===== config.mk =====
export PLATFORM = sky130hd
export DESIGN_NAME = staged_idle_timeout_monitor_unit_flat
export DESIGN_NICKNAME = d
export VERILOG_FILES = /design/src/hdl/sitm_pkg.sv /design/src/hdl/sitm_req_if.sv /design/src/hdl/sitm_rsp_if.sv /design/src/hdl/sitm_step.sv /design/src/hdl/staged_idle_timeout_monitor_unit.sv /design/src/flat_wrapper.sv
export SDC_FILE = /design/constraint.sdc
export NUM_CORES = 1
export LEC_CHECK = 0
export BUFFER_PORTS_ARGS = -buffer_cell sky130_fd_sc_hd__buf_2
export CORE_MARGIN = 4
export CORE_UTILIZATION = 39
export CTS_BUF_LIST = sky130_fd_sc_hd__clkbuf_2 sky130_fd_sc_hd__clkbuf_4 sky130_fd_sc_hd__clkbuf_8
export CTS_CLUSTER_SIZE = 24
export DETAILED_ROUTE_END_ITERATION = 7
export GPL_TIMING_DRIVEN = 1
export MAX_ROUTING_LAYER = met4
export PLACE_DENSITY_LB_ADDON = 0.08
export SYNTH_ARGS = -nofsm -noshare
export SYNTH_HDL_FRONTEND = slang
export SYNTH_HIERARCHICAL = 1
export SYNTH_SLANG_ARGS = --single-unit

===== constraint.sdc =====
create_clock -name clock -period 2.1 [get_ports clock]
set_input_delay 0.315 -clock clock [delete_from_list [all_inputs] [get_ports clock]]
set_output_delay 0.315 -clock clock [all_outputs]
set_load 0.02 [all_outputs]

===== src/hdl/sitm_pkg.sv =====
// Package for the staged idle timeout monitor: types, codes and the counter width.
// Used by the step logic and the top level; depends on nothing.
`default_nettype none

package sitm_pkg;

   // Width of the shared countdown register.
   localparam int unsigned CountWidth = 32;
   localparam int unsigned TimeoutWidth = 32;
   localparam int unsigned CsrIndexWidth = 2;

   typedef logic [CountWidth-1:0]   count_type;
   typedef logic [TimeoutWidth-1:0] timeout_type;

   typedef enum logic [2:0] {
      OP_TICK       = 3'd0,
      OP_ACT_HINT   = 3'd1,
      OP_HINT       = 3'd2,
      OP_ACT        = 3'd3,
      OP_SUPPRESS   = 3'd4
   } opcode_type;

   typedef enum logic [CsrIndexWidth-1:0] {
      CSR_IDLE_TIMEOUT = 2'd0,
      CSR_DEEP_TIMEOUT = 2'd1,
      CSR_LOCK_TIMEOUT = 2'd2
   } csr_index_type;

   // Which countdown is running, one-hot.
   typedef enum logic [3:0] {
      STAGE_NONE = 4'b0001,
      STAGE_IDLE = 4'b0010,
      STAGE_DEEP = 4'b0100,
      STAGE_LOCK = 4'b1000
   } stage_type;

   typedef struct packed {
      count_type countdown;
      stage_type stage;
      logic      idle_flag;
      logic      deep_flag;
      logic      suppressed_flag;
   } state_type;

   typedef struct packed {
      logic idle_level;
      logic deep_idle_level;
      logic idle_changed;
      logic deep_idle_changed;
      logic lock_pulse;
      logic resume_hint;
      logic activity_seen;
   } result_type;

   typedef struct packed {
      timeout_type idle_timeout;
      timeout_type deep_timeout;
      timeout_type lock_timeout;
   } timeouts_type;

   // A timeout wider than the counter saturates at the counter's largest value.
   function automatic count_type load_value(timeout_type t);
      logic [63:0] wide;
      logic [63:0] limit;
      wide  = 64'(t);
      limit = 64'({CountWidth{1'b1}});
      if (wide > limit) begin
         load_value = {CountWidth{1'b1}};
      end else begin
         load_value = CountWidth'(wide);
      end
   endfunction

endpackage

`default_nettype wire


===== src/hdl/sitm_req_if.sv =====
// Input channel of the staged idle timeout monitor: valid, ready and one item.
// Depends on nothing.
`default_nettype none

interface sitm_req_if;
   logic       valid;
   logic       ready;
   logic [2:0] opcode;
   logic       suppress_value;

   modport source (output valid, output opcode, output suppress_value, input ready);
   modport sink   (input valid, input opcode, input suppress_value, output ready);
endinterface

`default_nettype wire


===== src/hdl/sitm_rsp_if.sv =====
// Result channel of the staged idle timeout monitor: valid, ready and one result.
// Depends on nothing.
`default_nettype none

interface sitm_rsp_if;
   logic valid;
   logic ready;
   logic idle_level;
   logic deep_idle_level;
   logic idle_changed;
   logic deep_idle_changed;
   logic lock_pulse;
   logic resume_hint;
   logic activity_seen;

   modport source (output valid, output idle_level, output deep_idle_level,
                   output idle_changed, output deep_idle_changed, output lock_pulse,
                   output resume_hint, output activity_seen, input ready);
   modport sink   (input valid, input idle_level, input deep_idle_level,
                   input idle_changed, input deep_idle_changed, input lock_pulse,
                   input resume_hint, input activity_seen, output ready);
endinterface

`default_nettype wire


===== src/hdl/sitm_step.sv =====
// Next-state and result logic for one beat of the staged idle timeout monitor.
// Depends on sitm_pkg.
`default_nettype none

module sitm_step (
   input  wire logic [2:0]            opcode,
   input  wire logic                  suppress_value,
   input  wire sitm_pkg::timeouts_type timeouts,
   input  wire sitm_pkg::state_type    cur,
   output sitm_pkg::state_type         nxt,
   output sitm_pkg::result_type        result
);

   sitm_pkg::opcode_type op;
   logic                 pulse;

   assign op = sitm_pkg::opcode_type'(opcode);

   always_comb begin
      nxt   = cur;
      pulse = 1'b0;
      case (op)
         sitm_pkg::OP_TICK: begin
            if (cur.stage != sitm_pkg::STAGE_NONE) begin
               if (cur.countdown <= sitm_pkg::count_type'(1)) begin
                  nxt.countdown = '0;
                  nxt.stage     = sitm_pkg::STAGE_NONE;
                  case (cur.stage)
                     sitm_pkg::STAGE_IDLE: begin
                        if (!cur.suppressed_flag) begin
                           nxt.idle_flag = 1'b1;
                           nxt.stage     = sitm_pkg::STAGE_DEEP;
                           nxt.countdown = sitm_pkg::load_value(timeouts.deep_timeout);
                        end
                     end
                     sitm_pkg::STAGE_DEEP: begin
                        if (!cur.suppressed_flag && cur.idle_flag) begin
                           nxt.deep_flag = 1'b1;
                           nxt.stage     = sitm_pkg::STAGE_LOCK;
                           nxt.countdown = sitm_pkg::load_value(timeouts.lock_timeout);
                        end
                     end
                     sitm_pkg::STAGE_LOCK: begin
                        pulse = !cur.suppressed_flag && cur.deep_flag;
                     end
                     default: begin
                     end
                  endcase
               end else begin
                  nxt.countdown = cur.countdown - sitm_pkg::count_type'(1);
               end
            end
         end
         sitm_pkg::OP_ACT_HINT, sitm_pkg::OP_ACT: begin
            // Activity drops both flags and cancels the later stages.
            if (cur.stage inside {sitm_pkg::STAGE_DEEP, sitm_pkg::STAGE_LOCK}) begin
               nxt.stage = sitm_pkg::STAGE_NONE;
            end
            nxt.idle_flag = 1'b0;
            nxt.deep_flag = 1'b0;
            if (!cur.suppressed_flag) begin
               nxt.stage     = sitm_pkg::STAGE_IDLE;
               nxt.countdown = sitm_pkg::load_value(timeouts.idle_timeout);
            end
         end
         sitm_pkg::OP_SUPPRESS: begin
            if (suppress_value != cur.suppressed_flag) begin
               nxt.suppressed_flag = suppress_value;
               if (suppress_value) begin
                  nxt.stage     = sitm_pkg::STAGE_NONE;
                  nxt.idle_flag = 1'b0;
                  nxt.deep_flag = 1'b0;
               end else begin
                  nxt.stage     = sitm_pkg::STAGE_IDLE;
                  nxt.countdown = sitm_pkg::load_value(timeouts.idle_timeout);
               end
            end
         end
         default: begin
         end
      endcase
   end

   always_comb begin
      result.idle_level        = nxt.idle_flag;
      result.deep_idle_level   = nxt.deep_flag;
      result.idle_changed      = nxt.idle_flag ^ cur.idle_flag;
      result.deep_idle_changed = nxt.deep_flag ^ cur.deep_flag;
      result.lock_pulse        = pulse;
      result.resume_hint       = (op == sitm_pkg::OP_ACT_HINT) || (op == sitm_pkg::OP_HINT);
      result.activity_seen     = (op == sitm_pkg::OP_ACT_HINT) || (op == sitm_pkg::OP_ACT);
   end

endmodule

`default_nettype wire


===== src/hdl/staged_idle_timeout_monitor_unit.sv =====
// Top level of the staged idle timeout monitor: input register, state, result register.
// Depends on sitm_pkg, sitm_req_if, sitm_rsp_if and sitm_step.
//
//   Channel   Direction  Contents                                   Handshake
//   req_bus   in         opcode, suppress_value                     valid/ready
//   rsp_bus   out        idle/deep levels, changes, pulse, hints    valid/ready
//   csr_*     in         timeout writes, index 0..2, 32-bit data    write enable only
//
// Every beat passes two registers: the input register and the result register. The timer
// state is updated in the same cycle the beat moves from the first to the second, so a beat
// can enter every cycle while the result channel is not stalled.
// Reset is synchronous: the timeouts return to their defaults, the idle countdown is loaded
// and both registers are emptied. A stalled result holds in the result register while one
// more beat waits in the input register; ready drops only when both are full.
`default_nettype none

module staged_idle_timeout_monitor_unit (
   input  wire logic                          clock,
   input  wire logic                          reset,
   sitm_req_if.sink                           req_bus,
   sitm_rsp_if.source                         rsp_bus,
   input  wire logic                          csr_we,
   input  wire logic [sitm_pkg::CsrIndexWidth-1:0] csr_index,
   input  wire logic [sitm_pkg::TimeoutWidth-1:0]  csr_wdata
);

   localparam sitm_pkg::timeout_type IdleReset = sitm_pkg::timeout_type'(120000);
   localparam sitm_pkg::timeout_type DeepReset = sitm_pkg::timeout_type'(480000);
   localparam sitm_pkg::timeout_type LockReset = sitm_pkg::timeout_type'(1200000);

   // Timeout registers.
   sitm_pkg::timeouts_type timeouts_ff, timeouts_in;

   // Input register.
   logic       req_valid_ff, req_valid_in;
   logic [2:0] opcode_ff, opcode_in;
   logic       suppress_ff, suppress_in;

   // Timer state.
   sitm_pkg::state_type state_ff, state_in, state_step;

   // Result register.
   logic                 rsp_valid_ff, rsp_valid_in;
   sitm_pkg::result_type result_ff, result_in, result_step;

   logic advance;   // the beat in the input register moves to the result register
   logic accept;

   sitm_step u_step (
      .opcode         (opcode_ff),
      .suppress_value (suppress_ff),
      .timeouts       (timeouts_ff),
      .cur            (state_ff),
      .nxt            (state_step),
      .result         (result_step)
   );

   assign advance = req_valid_ff && (!rsp_valid_ff || rsp_bus.ready);
   assign req_bus.ready = !req_valid_ff || advance;
   assign accept = req_bus.valid && req_bus.ready;

   always_comb begin
      timeouts_in = timeouts_ff;
      if (csr_we) begin
         case (sitm_pkg::csr_index_type'(csr_index))
            sitm_pkg::CSR_IDLE_TIMEOUT: timeouts_in.idle_timeout = csr_wdata;
            sitm_pkg::CSR_DEEP_TIMEOUT: timeouts_in.deep_timeout = csr_wdata;
            sitm_pkg::CSR_LOCK_TIMEOUT: timeouts_in.lock_timeout = csr_wdata;
            default: begin
            end
         endcase
      end
   end

   always_comb begin
      req_valid_in = accept || (req_valid_ff && !advance);
      opcode_in    = accept ? req_bus.opcode : opcode_ff;
      suppress_in  = accept ? req_bus.suppress_value : suppress_ff;

      state_in     = advance ? state_step : state_ff;

      rsp_valid_in = advance || (rsp_valid_ff && !rsp_bus.ready);
      result_in    = advance ? result_step : result_ff;
   end

   always_ff @(posedge clock) begin
      if (reset) begin
         timeouts_ff.idle_timeout <= IdleReset;
         timeouts_ff.deep_timeout <= DeepReset;
         timeouts_ff.lock_timeout <= LockReset;
         req_valid_ff              <= 1'b0;
         rsp_valid_ff              <= 1'b0;
         state_ff.countdown        <= sitm_pkg::load_value(IdleReset);
         state_ff.stage            <= sitm_pkg::STAGE_IDLE;
         state_ff.idle_flag        <= 1'b0;
         state_ff.deep_flag        <= 1'b0;
         state_ff.suppressed_flag  <= 1'b0;
      end else begin
         timeouts_ff  <= timeouts_in;
         req_valid_ff <= req_valid_in;
         rsp_valid_ff <= rsp_valid_in;
         state_ff     <= state_in;
      end
   end

   // Payload registers need no reset.
   always_ff @(posedge clock) begin
      opcode_ff   <= opcode_in;
      suppress_ff <= suppress_in;
      result_ff   <= result_in;
   end

   assign rsp_bus.valid             = rsp_valid_ff;
   assign rsp_bus.idle_level        = result_ff.idle_level;
   assign rsp_bus.deep_idle_level   = result_ff.deep_idle_level;
   assign rsp_bus.idle_changed      = result_ff.idle_changed;
   assign rsp_bus.deep_idle_changed = result_ff.deep_idle_changed;
   assign rsp_bus.lock_pulse        = result_ff.lock_pulse;
   assign rsp_bus.resume_hint       = result_ff.resume_hint;
   assign rsp_bus.activity_seen     = result_ff.activity_seen;

endmodule

`default_nettype wire

===== src/flat_wrapper.sv =====
// flat-port wrapper written by rule: the top's interface ports become plain ports
module staged_idle_timeout_monitor_unit_flat 
  (clock, reset, csr_we, csr_index, csr_wdata, req_bus_valid, req_bus_opcode, req_bus_suppress_value, req_bus_ready, rsp_bus_valid, rsp_bus_idle_level, rsp_bus_deep_idle_level, rsp_bus_idle_changed, rsp_bus_deep_idle_changed, rsp_bus_lock_pulse, rsp_bus_resume_hint, rsp_bus_activity_seen, rsp_bus_ready);
  sitm_req_if req_bus_i ();
  sitm_rsp_if rsp_bus_i ();
  input  wire logic clock;
  input  wire logic reset;
  input  wire logic csr_we;
  input  wire logic [sitm_pkg::CsrIndexWidth-1:0] csr_index;
  input  wire logic [sitm_pkg::TimeoutWidth-1:0] csr_wdata;
  input wire logic [$bits(req_bus_i.valid)-1:0] req_bus_valid;
  input wire logic [$bits(req_bus_i.opcode)-1:0] req_bus_opcode;
  input wire logic [$bits(req_bus_i.suppress_value)-1:0] req_bus_suppress_value;
  output wire logic [$bits(req_bus_i.ready)-1:0] req_bus_ready;
  output wire logic [$bits(rsp_bus_i.valid)-1:0] rsp_bus_valid;
  output wire logic [$bits(rsp_bus_i.idle_level)-1:0] rsp_bus_idle_level;
  output wire logic [$bits(rsp_bus_i.deep_idle_level)-1:0] rsp_bus_deep_idle_level;
  output wire logic [$bits(rsp_bus_i.idle_changed)-1:0] rsp_bus_idle_changed;
  output wire logic [$bits(rsp_bus_i.deep_idle_changed)-1:0] rsp_bus_deep_idle_changed;
  output wire logic [$bits(rsp_bus_i.lock_pulse)-1:0] rsp_bus_lock_pulse;
  output wire logic [$bits(rsp_bus_i.resume_hint)-1:0] rsp_bus_resume_hint;
  output wire logic [$bits(rsp_bus_i.activity_seen)-1:0] rsp_bus_activity_seen;
  input wire logic [$bits(rsp_bus_i.ready)-1:0] rsp_bus_ready;
  assign req_bus_i.valid = req_bus_valid;
  assign req_bus_i.opcode = req_bus_opcode;
  assign req_bus_i.suppress_value = req_bus_suppress_value;
  assign req_bus_ready = req_bus_i.ready;
  assign rsp_bus_valid = rsp_bus_i.valid;
  assign rsp_bus_idle_level = rsp_bus_i.idle_level;
  assign rsp_bus_deep_idle_level = rsp_bus_i.deep_idle_level;
  assign rsp_bus_idle_changed = rsp_bus_i.idle_changed;
  assign rsp_bus_deep_idle_changed = rsp_bus_i.deep_idle_changed;
  assign rsp_bus_lock_pulse = rsp_bus_i.lock_pulse;
  assign rsp_bus_resume_hint = rsp_bus_i.resume_hint;
  assign rsp_bus_activity_seen = rsp_bus_i.activity_seen;
  assign rsp_bus_i.ready = rsp_bus_ready;
  staged_idle_timeout_monitor_unit u_core (.clock(clock), .reset(reset), .req_bus(req_bus_i), .rsp_bus(rsp_bus_i), .csr_we(csr_we), .csr_index(csr_index), .csr_wdata(csr_wdata));
endmodule

==> impl_metrics.env, run 1 <==
export IMPL_synth_net_count=1045
export IMPL_clock_insertion_delay_worst_skew_ns=0.47
export IMPL_die_width_um=151
export IMPL_clock_tree_from_tritoncts="built"
export IMPL_grt_pass1_vias=7249
export IMPL_clock_skew_final_ns=0.0238
export IMPL_initial_core_util_pct=39.6
export IMPL_timing_worst_setup_path_type="reg2reg"
export IMPL_worst_slew_margin_relative_to_its_limit_pct=60.3
export IMPL_most_common_library_cell_in_the_layout_ignoring_fill_and_taps="sky130_fd_sc_hd__nand2_1"
export IMPL_design_core_area_um2=20200
export IMPL_postSynth_asyncResetShare_pct=0
export IMPL_cts_max_level=4
export IMPL_layout_worst_path_cycle_share_pct=113
export IMPL_timing_hold_violations_final=0
export IMPL_startpoint_type_of_the_worst_setup_path="flop"
export IMPL_register_clock_pin_slew_on_the_reported_worst_setup_and_hold_paths_ns=0.09
export IMPL_min_delay_start="req_bus_opcode[1]"
export IMPL_setup_viol=38
export IMPL_clockBufferDepth=2
export IMPL_achievable_frequency_mhz=420
export IMPL_detailedPlacementHpwl_um=18400
export IMPL_count_of_inserted_antenna_diode_cells=0
export IMPL_timing_max_transition_violations_final=0
export IMPL_placement_cell_area_um2=9510
export IMPL_yosysWarnings=6
export IMPL_p_leak_nw=3.78
export IMPL_post_synth_cell_area_avg_um2=8.02
export IMPL_cts_sinks=148
export IMPL_layout_area_overhead_pct=29.8
export IMPL_via_count=7940
export IMPL_detail_route_vias_per_cell=5.54
export IMPL_fp_row_count=52
export IMPL_portBuffers=51
export IMPL_layout_nets=1194
export IMPL_worst_r2r_cell_count=10
export IMPL_fin_setup_tns_ns=-5.97
export IMPL_maximum_number_of_pins_on_one_net_before_global_route_repair=128
export IMPL_hold_ws_ns=0.0363
export IMPL_die_h_um=151
export IMPL_fin_ws_ns=-0.282
export IMPL_drt_first_iter_violations=648
export IMPL_hold_path_cell_count=1
export IMPL_cts_inserted_buffers=17
export IMPL_drt_wl_total_um=26600
export IMPL_timing_hold_worst_endpoint="u_core/opcode_ff[1]"
export IMPL_r2r_end="u_core/state_ff[29]"
export IMPL_setup_repair_after_global_routing_missed_its_margin="yes"
export IMPL_finalWorstPathRequiredPeriod_ns=2.38
export IMPL_io_pin_count=52
export IMPL_route_detailed_wl_per_inst_um=18.6
export IMPL_worstPathRequired_ns=2.44
export IMPL_syn_cell_area_um2=8020
export IMPL_yosys_most_used_dff="sky130_fd_sc_hd__dfxtp_1"
export IMPL_ff2ff_setup_slack_ns=-0.28
export IMPL_worst_hold_path_type="in2reg"
export IMPL_detail_route_drc_violations=0
export IMPL_mostFrequentLayoutCells="sky130_fd_sc_hd__nand2_1 (177), sky130_fd_sc_hd__buf_4 (148), sky130_fd_sc_hd__dfxtp_1 (133)"
export IMPL_synthCells=1000
export IMPL_dr_pass1_iters=6
export IMPL_routabilityCongestion=0.911
export IMPL_track_usage_pct=23.9
export IMPL_grt_overflow_total=0
export IMPL_critPathArrivalTime_ns=2.72
export IMPL_synth_cell_type_count=70
export IMPL_synth_seq_area_share_pct=38.3
export IMPL_max_fanout_on_critical_path=12
export IMPL_failed_checks="setup timing"
export IMPL_detail_route_antenna_nets=0
export IMPL_max_slew_worst_pin_slew_ns=0.595
export IMPL_numPlacedInstances=1389
export IMPL_status="finished, violations left"
export IMPL_power_density_cell_area_nw_per_um2=577
export IMPL_final_layout_size_suffix_gt1_share_pct=29.6
export IMPL_final_cells=1432
export IMPL_grt_first_pass_wirelength_um=41300
export IMPL_grt_antenna_before_repair=0
export IMPL_finish_instance_area_um2=10400
export IMPL_die_area_um2=22900
export IMPL_max_vdd_ir_drop_v=0.000337
export IMPL_max_cap_violations=0
export IMPL_cts_hold_fix_buffers=0
export IMPL_cell_at_the_root_of_the_clock_tree="sky130_fd_sc_hd__clkbuf_8"
export IMPL_endpoint_kind="flop"
export IMPL_worst_r2r_startpoint="u_core/state_ff[25]"
export IMPL_synth_seq_cells=148
export IMPL_synth_edff_count=11
==> repair_timing <==
action,4_1_cts,5_1_grt
setup buffers,1,10
pin swaps,4,28
gates resized for setup,28,68
endpoints found under the setup margin,41,42
==> logic make-up after synthesis <==
| group | share of synthesized area, % |
|---|---|
| muxes | 5.63 |
| buffers and inverters | 5.99 |
| DFF | 38.3 |
| adders and majority gates | 0.312 |
| AOI/OAI and AO/OA | 22.2 |
| and+or+nand+nor | 26.6 |
| xor gates and xnor gates | 0.983 |
==> per-stage QoR <==
step                setup WS [ns]  power [mW]  utilization (%)
finish                     -0.282        6.01             51.4
global route               -0.380        6.26             51.4
CTS                        -0.281        6.01             49.6
detailed placement         -0.328        3.76             47.0
global placement           -0.287        3.76             47.0
floorplan                  -0.122        3.46                -
==> state kept, by name, indices dropped and copies added (netlist names) <==
signal	flops
u_core/opcode_ff	3
u_core/req_valid_ff	1
u_core/rsp_bus.activity_seen	1
u_core/rsp_bus.deep_idle_changed	1
u_core/rsp_bus.deep_idle_level	1
u_core/rsp_bus.idle_changed	1
u_core/rsp_bus.idle_level	1
u_core/rsp_bus.lock_pulse	1
u_core/rsp_bus.resume_hint	1
u_core/rsp_bus.valid	1
u_core/state_ff	39
u_core/suppress_ff	1
u_core/timeouts_ff	96
==> worst max-delay path by stage <==
| stage | start | endpoint | slack, ns | cells after the start |
|---|---|---|---|---|
| 2_1_floorplan | u_core/state_ff[9] | u_core/state_ff[15] | -0.12 | 10 |
| 3_3_place_gp | u_core/state_ff[25] | u_core/state_ff[26] | -0.29 | 9 |
| 3_5_place_dp | u_core/state_ff[25] | u_core/state_ff[26] | -0.33 | 9 |
| 4_1_cts | u_core/state_ff[11] | u_core/state_ff[26] | -0.28 | 9 |
| 5_1_grt | u_core/state_ff[25] | u_core/state_ff[29] | -0.38 | 10 |
| 6_report | u_core/state_ff[25] | u_core/state_ff[29] | -0.28 | 10 |
==> area by class of cell <==
cell class	count	area, um^2
clock buffer	18	241
clock inverter	14	154
fill	2002	9820
inverter	7	26.3
multi-input combinational	755	4870
sequential	148	3080
tap	270	338
timing repair buffer	220	1700
==> synthesized netlist by cell type (all sizes together) (7+ instances only) <==
cell type	count	area [um^2]
nand3	16	92.6
a221oi	16	146
nor2	69	262
mux2i	44	440
o21ai	21	109
nor4	15	121
nand2	179	672
dfxtp	137	2740
a221o	19	190
inv	7	26.3
clkbuf	47	176
a31oi	13	81.3
nor3	44	235
a22oi	32	240
a21oi	114	571
a211oi	15	123
nand2b	66	413
edfxtp	11	330
buf	43	278
==> metal layers <==
metal	up-vias	global-route usage [%]	part of all wire [%]
li1	3879	-	-
met1	3795	35.7	49
met2	226	34.2	43
met3	40	3.56	6.1
met4	0	4.94	1.6
met5	-	-	0
==> where the power goes <==
group / internal [mW] / switching (mW) / leakage, nW
Clock: 0.911 / 1.35 / 0.199
Combinational: 0.324 / 0.443 / 2.36
Sequential: 2.92 / 0.0586 / 1.22
Total: 4.16 / 1.85 / 3.78
==> worst max-delay path, cell delays in order (launching register included) <==
cell,delay (ns)
sky130_fd_sc_hd__dfxtp_1,0.32
sky130_fd_sc_hd__or4_4,0.56
sky130_fd_sc_hd__nor4_4,0.35
sky130_fd_sc_hd__nand3_4,0.12
sky130_fd_sc_hd__buf_12,0.17
sky130_fd_sc_hd__buf_4,0.15
sky130_fd_sc_hd__a221oi_2,0.17
sky130_fd_sc_hd__a211oi_1,0.07
sky130_fd_sc_hd__a211o_1,0.22
sky130_fd_sc_hd__nand2b_1,0.06
sky130_fd_sc_hd__mux2i_1,0.06
Power figures use the tool's default switching activity.
==> run 2, diff against run 1 <==
CORE_UTILIZATION = 56   (was 39)
SYNTH_HIERARCHICAL = not set   (was 1)
==> impl_metrics.env, run 2 <==
export IMPL_worstPathRequired_ns=2.42
export IMPL_critical_path_buf_inv_count=1
export IMPL_placement_cell_area_um2=8090
export IMPL_flip_flop_count_of_the_largest_register_after_layout=96
export IMPL_synth_top_cells_by_count="sky130_fd_sc_hd__nand2_1 (238), sky130_fd_sc_hd__dfxtp_1 (137), sky130_fd_sc_hd__a21oi_1 (98)"
export IMPL_yosys_area_share_adder_pct=0.724
export IMPL_io_pin_count=52
export IMPL_cell_at_the_root_of_the_clock_tree="sky130_fd_sc_hd__clkbuf_8"
export IMPL_synth_compound_area_share_pct=20.8
export IMPL_max_cap_violations=0
export IMPL_clockBufferDepth=2
export IMPL_post_synth_xor_area_fraction_pct=2.79
export IMPL_track_usage_pct=32.5
export IMPL_syn_cell_area_um2=6910
export IMPL_finish_instance_area_um2=8830
export IMPL_ys_top_cells_by_area="sky130_fd_sc_hd__dfxtp_1 (40%), sky130_fd_sc_hd__nand2_1 (13%), sky130_fd_sc_hd__a21oi_1 (7.1%), sky130_fd_sc_hd__edfxtp_1 (4.8%), sky130_fd_sc_hd__clkbuf_1 (3.2%)"
export IMPL_fin_ws_ns=-0.407
export IMPL_timing_worst_setup_path_type="reg2reg"
export IMPL_timing_critical_path_slowest_stage_cell="sky130_fd_sc_hd__or4_4"
export IMPL_setup_viol=43
export IMPL_achievable_frequency_mhz=399
export IMPL_clock_insertion_delay_worst_skew_ns=0.47
export IMPL_fill_cells=930
export IMPL_yosys_area_top_type_share_pct=39.7
export IMPL_postSynth_asyncResetShare_pct=0
export IMPL_grt_antenna_before_repair=0
export IMPL_synth_edff_count=11
export IMPL_setup_repair_after_global_routing_missed_its_margin="yes"
export IMPL_layout_area_overhead_pct=27.8
export IMPL_most_frequent_cell_on_critical_path="sky130_fd_sc_hd__or4_4"
export IMPL_layout_nets=1040
export IMPL_synth_top_family_by_area="simple AND/OR/NAND/NOR gates"
export IMPL_clock_skew_final_ns=0.0116
export IMPL_grt_overflow_total=0
export IMPL_cts_hold_fix_buffers=0
export IMPL_finalWorstPathRequiredPeriod_ns=2.51
export IMPL_reg_largest_list="u_core.timeouts_ff (96), u_core.state_ff (39), u_core.opcode_ff (3)"
export IMPL_die_width_um=119
export IMPL_failed_checks="setup timing"
export IMPL_detailedPlacementHpwl_um=15100
export IMPL_fin_setup_tns_ns=-12.36
export IMPL_grt_first_pass_wirelength_um=35400
export IMPL_power_density_cell_area_nw_per_um2=699
export IMPL_timing_max_transition_violations_final=0
export IMPL_final_cells=1173
export IMPL_startpoint_type_of_the_worst_setup_path="flop"
export IMPL_die_area_um2=14200
export IMPL_cell_family_with_the_largest_share_of_critical_path_delay="simple AND/OR/NAND/NOR gates"
export IMPL_hold_ws_ns=0.0293
export IMPL_die_h_um=119
export IMPL_post_synth_cell_area_avg_um2=8.03
export IMPL_final_layout_size_suffix_gt1_share_pct=26.0
export IMPL_synth_top_area_cell="sky130_fd_sc_hd__dfxtp_1"
export IMPL_worst_slew_margin_relative_to_its_limit_pct=40.7
export IMPL_yosys_most_used_dff="sky130_fd_sc_hd__dfxtp_1"
export IMPL_max_flop_register="u_core.timeouts_ff"
export IMPL_numPlacedInstances=1126
export IMPL_count_of_inserted_antenna_diode_cells=0
export IMPL_timing_hold_violations_final=0
export IMPL_layout_worst_path_cycle_share_pct=119
export IMPL_synth_area_in_simple_gates_pct=26.9
export IMPL_synth_mux_area_fraction_pct=0.453
export IMPL_cp_cell_sequence="or4_4 -> or2_4 -> or4_4 -> buf_12 -> a221o_1 -> o211ai_1 -> a311oi_1"
export IMPL_endpoint_kind="flop"
export IMPL_register_clock_pin_slew_on_the_reported_worst_setup_and_hold_paths_ns=0.08
export IMPL_critPathArrivalTime_ns=2.83
export IMPL_mostFrequentLayoutCells="sky130_fd_sc_hd__nand2_1 (233), sky130_fd_sc_hd__dfxtp_1 (136), sky130_fd_sc_hd__buf_4 (110)"
export IMPL_cts_sinks=148
export IMPL_max_fanout_on_critical_path=7
export IMPL_clock_tree_from_tritoncts="built"
export IMPL_synth_seq_area_share_pct=44.5
export IMPL_detail_route_vias_per_cell=6.06
export IMPL_worst_hold_path_type="in2reg"
export IMPL_maximum_number_of_pins_on_one_net_before_global_route_repair=143
export IMPL_synth_cell_type_count=62
export IMPL_dr_pass1_iters=6
export IMPL_drt_first_iter_violations=706
export IMPL_route_detailed_wl_per_inst_um=19.2
export IMPL_drt_wl_total_um=22500
export IMPL_max_slew_worst_pin_slew_ns=0.887
export IMPL_postLayoutCoreUtil_pct=73.2
export IMPL_cts_max_level=4
export IMPL_p_leak_nw=3.45
export IMPL_post_synth_top_count_cell="sky130_fd_sc_hd__nand2_1"
export IMPL_grt_pass1_vias=6706
export IMPL_synth_seq_cells=148
export IMPL_cts_inserted_buffers=17
export IMPL_design_core_area_um2=12100
export IMPL_detail_route_antenna_nets=0
export IMPL_fp_row_count=40
export IMPL_initial_core_util_pct=57.3
export IMPL_max_vdd_ir_drop_v=0.000632
export IMPL_detail_route_drc_violations=0
export IMPL_cpPeakStageDelay_ns=0.61
export IMPL_via_count=7111
export IMPL_portBuffers=51
export IMPL_synthCells=860
export IMPL_routabilityCongestion=0.953
export IMPL_yosysWarnings=0
export IMPL_most_common_library_cell_in_the_layout_ignoring_fill_and_taps="sky130_fd_sc_hd__nand2_1"
export IMPL_status="finished, violations left"
export IMPL_synth_net_count=907
==> run 2: cell count changes after synthesis, sizes merged, moves of 26 or more <==
cell    delta
mux2i     -42
nand2b    -62
buf       -38
nand2     +59
nor2      -26
nor3      -27
==> run 2: what timing repair did <==
action	in CTS	in global routing
setup endpoints to repair	43	43
buffers inserted	7	6
gates cloned	2	1
pin swaps	31	19
resized for setup	29	16
==> run 2: cell families (layout without fill, tap and decap cells) <==
| group | Yosys count | count (layout) |
|---|---|---|
| xor gates and xnor gates | 22 | 22 |
| buffers and inverters | 68 | 211 |
| adders and majority gates | 4 | 4 |
| muxes | 3 | 3 |
| DFF | 148 | 148 |
| AOI/OAI and AO/OA | 218 | 218 |
| and+or+nand+nor | 397 | 399 |
==> run 2: per-layer routing <==
| layer | global-route usage, % | share of wire (%) | up-vias |
|---|---|---|---|
| met4 | 9.63 | 2.1 | 0 |
| met5 | - | 0 | - |
| met3 | 5.41 | 7.3 | 41 |
| li1 | - | - | 3324 |
| met1 | 44.4 | 44 | 3438 |
| met2 | 50.0 | 47 | 308 |
==> run 2: per-stage QoR <==
| step | total power [mW] | setup WS (ns) |
|---|---|---|
| 2_1_floorplan | 3.54 | -0.314 |
| 3_3_place_gp | 3.90 | -0.441 |
| 3_5_place_dp | 3.93 | -0.472 |
| 4_1_cts | 6.14 | -0.412 |
| 5_1_grt | 6.37 | -0.446 |
| 6_report | 6.17 | -0.407 |
==> run 2: report_power, final <==
part | total (mW) | internal [mW] | switching, mW
Clock | 2.24 | 1.13 | 1.11
Sequential | 3.03 | 2.95 | 0.0771
Combinational | 0.897 | 0.369 | 0.528
==> run 2: final timing paths <==
path | start | to | slack [ns] | cells after the start
hold / removal | req_bus_opcode[2] | u_core.opcode_ff[2] | 0.03 | 1
hold reg to reg | u_core.timeouts_ff[22] | u_core.timeouts_ff[22] | 0.46 | 2
setup / recovery | u_core.state_ff[33] | u_core.state_ff[15] | -0.41 | 7
setup reg to reg | u_core.state_ff[33] | u_core.state_ff[15] | -0.41 | 7
==> run 2: layout make-up <==
class	count	area, um^2	share of cell area, %
Clock buffer	20	269	3.05
Clock inverter	11	126	1.43
Inverter	5	18.8	0.213
Multi-Input combinational cell	646	3820	43.3
Sequential cell	148	3070	34.8
Tap cell	168	210	2.38
Timing Repair Buffer	175	1310	14.8
==> run 3, diff against run 2 <==
CORE_UTILIZATION = 26   (was 56)
==> impl_metrics.env, run 3 (same netlist as run 2, synthesis figures left out) <==
export IMPL_status="finished, violations left"
export IMPL_failed_checks="setup timing"
export IMPL_layout_worst_path_cycle_share_pct=119
export IMPL_detailedPlacementHpwl_um=17300
export IMPL_most_common_library_cell_in_the_layout_ignoring_fill_and_taps="sky130_fd_sc_hd__nand2_1"
export IMPL_p_leak_nw=3.63
export IMPL_maximum_number_of_pins_on_one_net_before_global_route_repair=81
export IMPL_worstPathRequired_ns=2.43
export IMPL_register_clock_pin_slew_on_the_reported_worst_setup_and_hold_paths_ns=0.09
export IMPL_clock_skew_final_ns=0.0186
export IMPL_power_density_cell_area_nw_per_um2=671
export IMPL_mostFrequentLayoutCells="sky130_fd_sc_hd__nand2_1 (232), sky130_fd_sc_hd__dfxtp_1 (134), sky130_fd_sc_hd__buf_4 (122)"
export IMPL_fp_row_count=59
export IMPL_max_flop_register="u_core.timeouts_ff"
export IMPL_cts_sinks=148
export IMPL_critPathArrivalTime_ns=2.83
export IMPL_max_cap_violations=0
export IMPL_grt_overflow_total=0
export IMPL_placement_cell_area_um2=8630
export IMPL_design_core_area_um2=26100
export IMPL_track_usage_pct=18.0
export IMPL_grt_pass1_vias=6824
export IMPL_layout_area_overhead_pct=36.5
export IMPL_worst_r2r_cell_count=8
export IMPL_cts_inserted_buffers=17
export IMPL_switchingPower_mw=1.95
export IMPL_initial_core_util_pct=26.4
export IMPL_routabilityCongestion=0.784
export IMPL_worst_r2r_startpoint="u_core.state_ff[33]"
export IMPL_min_delay_start="req_bus_opcode[0]"
export IMPL_worst_slew_margin_relative_to_its_limit_pct=67.3
export IMPL_portBuffers=51
export IMPL_count_of_inserted_antenna_diode_cells=0
export IMPL_die_area_um2=29200
export IMPL_p_comb_share_pct=15.6
export IMPL_ff2ff_setup_slack_ns=-0.40
export IMPL_cts_max_level=4
export IMPL_finalWorstPathRequiredPeriod_ns=2.50
export IMPL_detail_route_drc_violations=0
export IMPL_power_switching_fraction_pct=30.8
export IMPL_io_pin_count=52
export IMPL_dr_pass1_iters=4
export IMPL_die_width_um=171
export IMPL_layout_nets=1067
export IMPL_achievable_frequency_mhz=400
export IMPL_setup_repair_after_global_routing_missed_its_margin="yes"
export IMPL_clock_insertion_delay_worst_skew_ns=0.46
export IMPL_timing_max_transition_violations_final=0
export IMPL_hold_path_cell_count=1
export IMPL_setup_viol=40
export IMPL_hold_ws_ns=0.0431
export IMPL_cell_at_the_root_of_the_clock_tree="sky130_fd_sc_hd__clkbuf_8"
export IMPL_reg_largest_list="u_core.timeouts_ff (96), u_core.state_ff (39), u_core.opcode_ff (3)"
export IMPL_startpoint_type_of_the_worst_setup_path="flop"
export IMPL_clockBufferDepth=2
export IMPL_clock_tree_from_tritoncts="built"
export IMPL_grt_antenna_before_repair=0
export IMPL_via_count=6670
export IMPL_clock_power_share_pct=36.6
export IMPL_timing_hold_violations_final=0
export IMPL_grt_first_pass_wirelength_um=39500
export IMPL_worst_hold_path_type="in2reg"
export IMPL_final_layout_size_suffix_gt1_share_pct=28.2
export IMPL_numPlacedInstances=1320
export IMPL_detail_route_vias_per_cell=4.88
export IMPL_timing_hold_worst_endpoint="u_core.opcode_ff[0]"
export IMPL_drt_first_iter_violations=334
export IMPL_finish_instance_area_um2=9430
export IMPL_timing_worst_setup_path_type="reg2reg"
export IMPL_drt_wl_total_um=25100
export IMPL_endpoint_kind="flop"
export IMPL_final_cells=1368
export IMPL_fin_ws_ns=-0.401
export IMPL_area_sequential_um2=3080
export IMPL_r2r_end="u_core.state_ff[27]"
export IMPL_max_slew_worst_pin_slew_ns=0.490
export IMPL_fill_cells=2821
export IMPL_flip_flop_count_of_the_largest_register_after_layout=96
export IMPL_max_vdd_ir_drop_v=0.000328
export IMPL_multi_input_area_um2=3870
export IMPL_die_h_um=171
export IMPL_detail_route_antenna_nets=0
export IMPL_seq_power_share_pct=47.8
export IMPL_max_fanout_on_critical_path=4
export IMPL_intPower_mw=4.38
export IMPL_route_detailed_wl_per_inst_um=18.3
-- run 3: worst max-delay path by stage --
| stage | startpoint | cells past startpoint | slack, ns | endpoint |
|---|---|---|---|---|
| 6_report | u_core.state_ff[33] | 8 | -0.40 | u_core.state_ff[27] |
| 5_1_grt | u_core.state_ff[33] | 7 | -0.45 | u_core.state_ff[18] |
| 4_1_cts | u_core.state_ff[33] | 7 | -0.39 | u_core.state_ff[18] |
| 3_5_place_dp | u_core.state_ff[33] | 7 | -0.47 | u_core.state_ff[5] |
| 3_3_place_gp | u_core.state_ff[33] | 7 | -0.45 | u_core.state_ff[5] |
| 2_1_floorplan | u_core.state_ff[33] | 7 | -0.31 | u_core.state_ff[5] |
-- run 3: power by group through the flow --
stage | clock (mW) | sequential (mW) | combinational (mW)
finish | 2.32 | 3.03 | 0.990
global route | 2.51 | 3.04 | 1.09
CTS | 2.40 | 3.03 | 0.996
detailed placement | 0 | 3.09 | 0.938
global placement | 0 | 3.09 | 0.940
floorplan | 0 | 3.09 | 0.445
-- run 3: what timing repair did --
action                                  4_1_cts  5_1_grt
resized for setup                            45       17
pin swaps                                    26       11
buffers inserted                             10        4
hold endpoints to repair                      2        1
hold buffers                                  2        1
endpoints found under the setup margin       43       43
-- run 3: worst max-delay path: stages (launching register included) --
cell and delay, ns:
sky130_fd_sc_hd__dfxtp_2 0.33, sky130_fd_sc_hd__or4_4 0.55, sky130_fd_sc_hd__or2_4 0.26, sky130_fd_sc_hd__or4_4 0.47
sky130_fd_sc_hd__buf_4 0.19, sky130_fd_sc_hd__buf_6 0.12, sky130_fd_sc_hd__a221o_1 0.27, sky130_fd_sc_hd__o211ai_1 0.10
sky130_fd_sc_hd__a211oi_1 0.09
-- run 3: area by class of cell --
type                    instances  share of cell area (%)
multi-input cells             644                    41.0
flip-flops and latches        148                    32.6
repair buffers                204                    17.6
well taps                     335                    4.44
clock buffers                  17                    2.48
clock inverters                15                    1.66
inverters                       5                   0.199
-- run 3: metal layers --
metal	global-route usage [%]	wire, um
met5	-	0
met4	3.34	233
met3	2.73	560
met2	27.3	11300
met1	25.6	13000
-- run 3: through the flow --
stage | worst slack (ns) | TNS (ns) | util, % | power (mW)
after floorplan | -0.314 | -7.13 | - | 3.54
after global placement | -0.454 | -13.78 | 33.0 | 4.03
after detailed placement | -0.468 | -14.30 | 33.0 | 4.03
after CTS | -0.389 | -11.16 | 35.6 | 6.42
after global routing | -0.451 | -13.04 | 36.1 | 6.64
final | -0.401 | -10.12 | 36.1 | 6.33
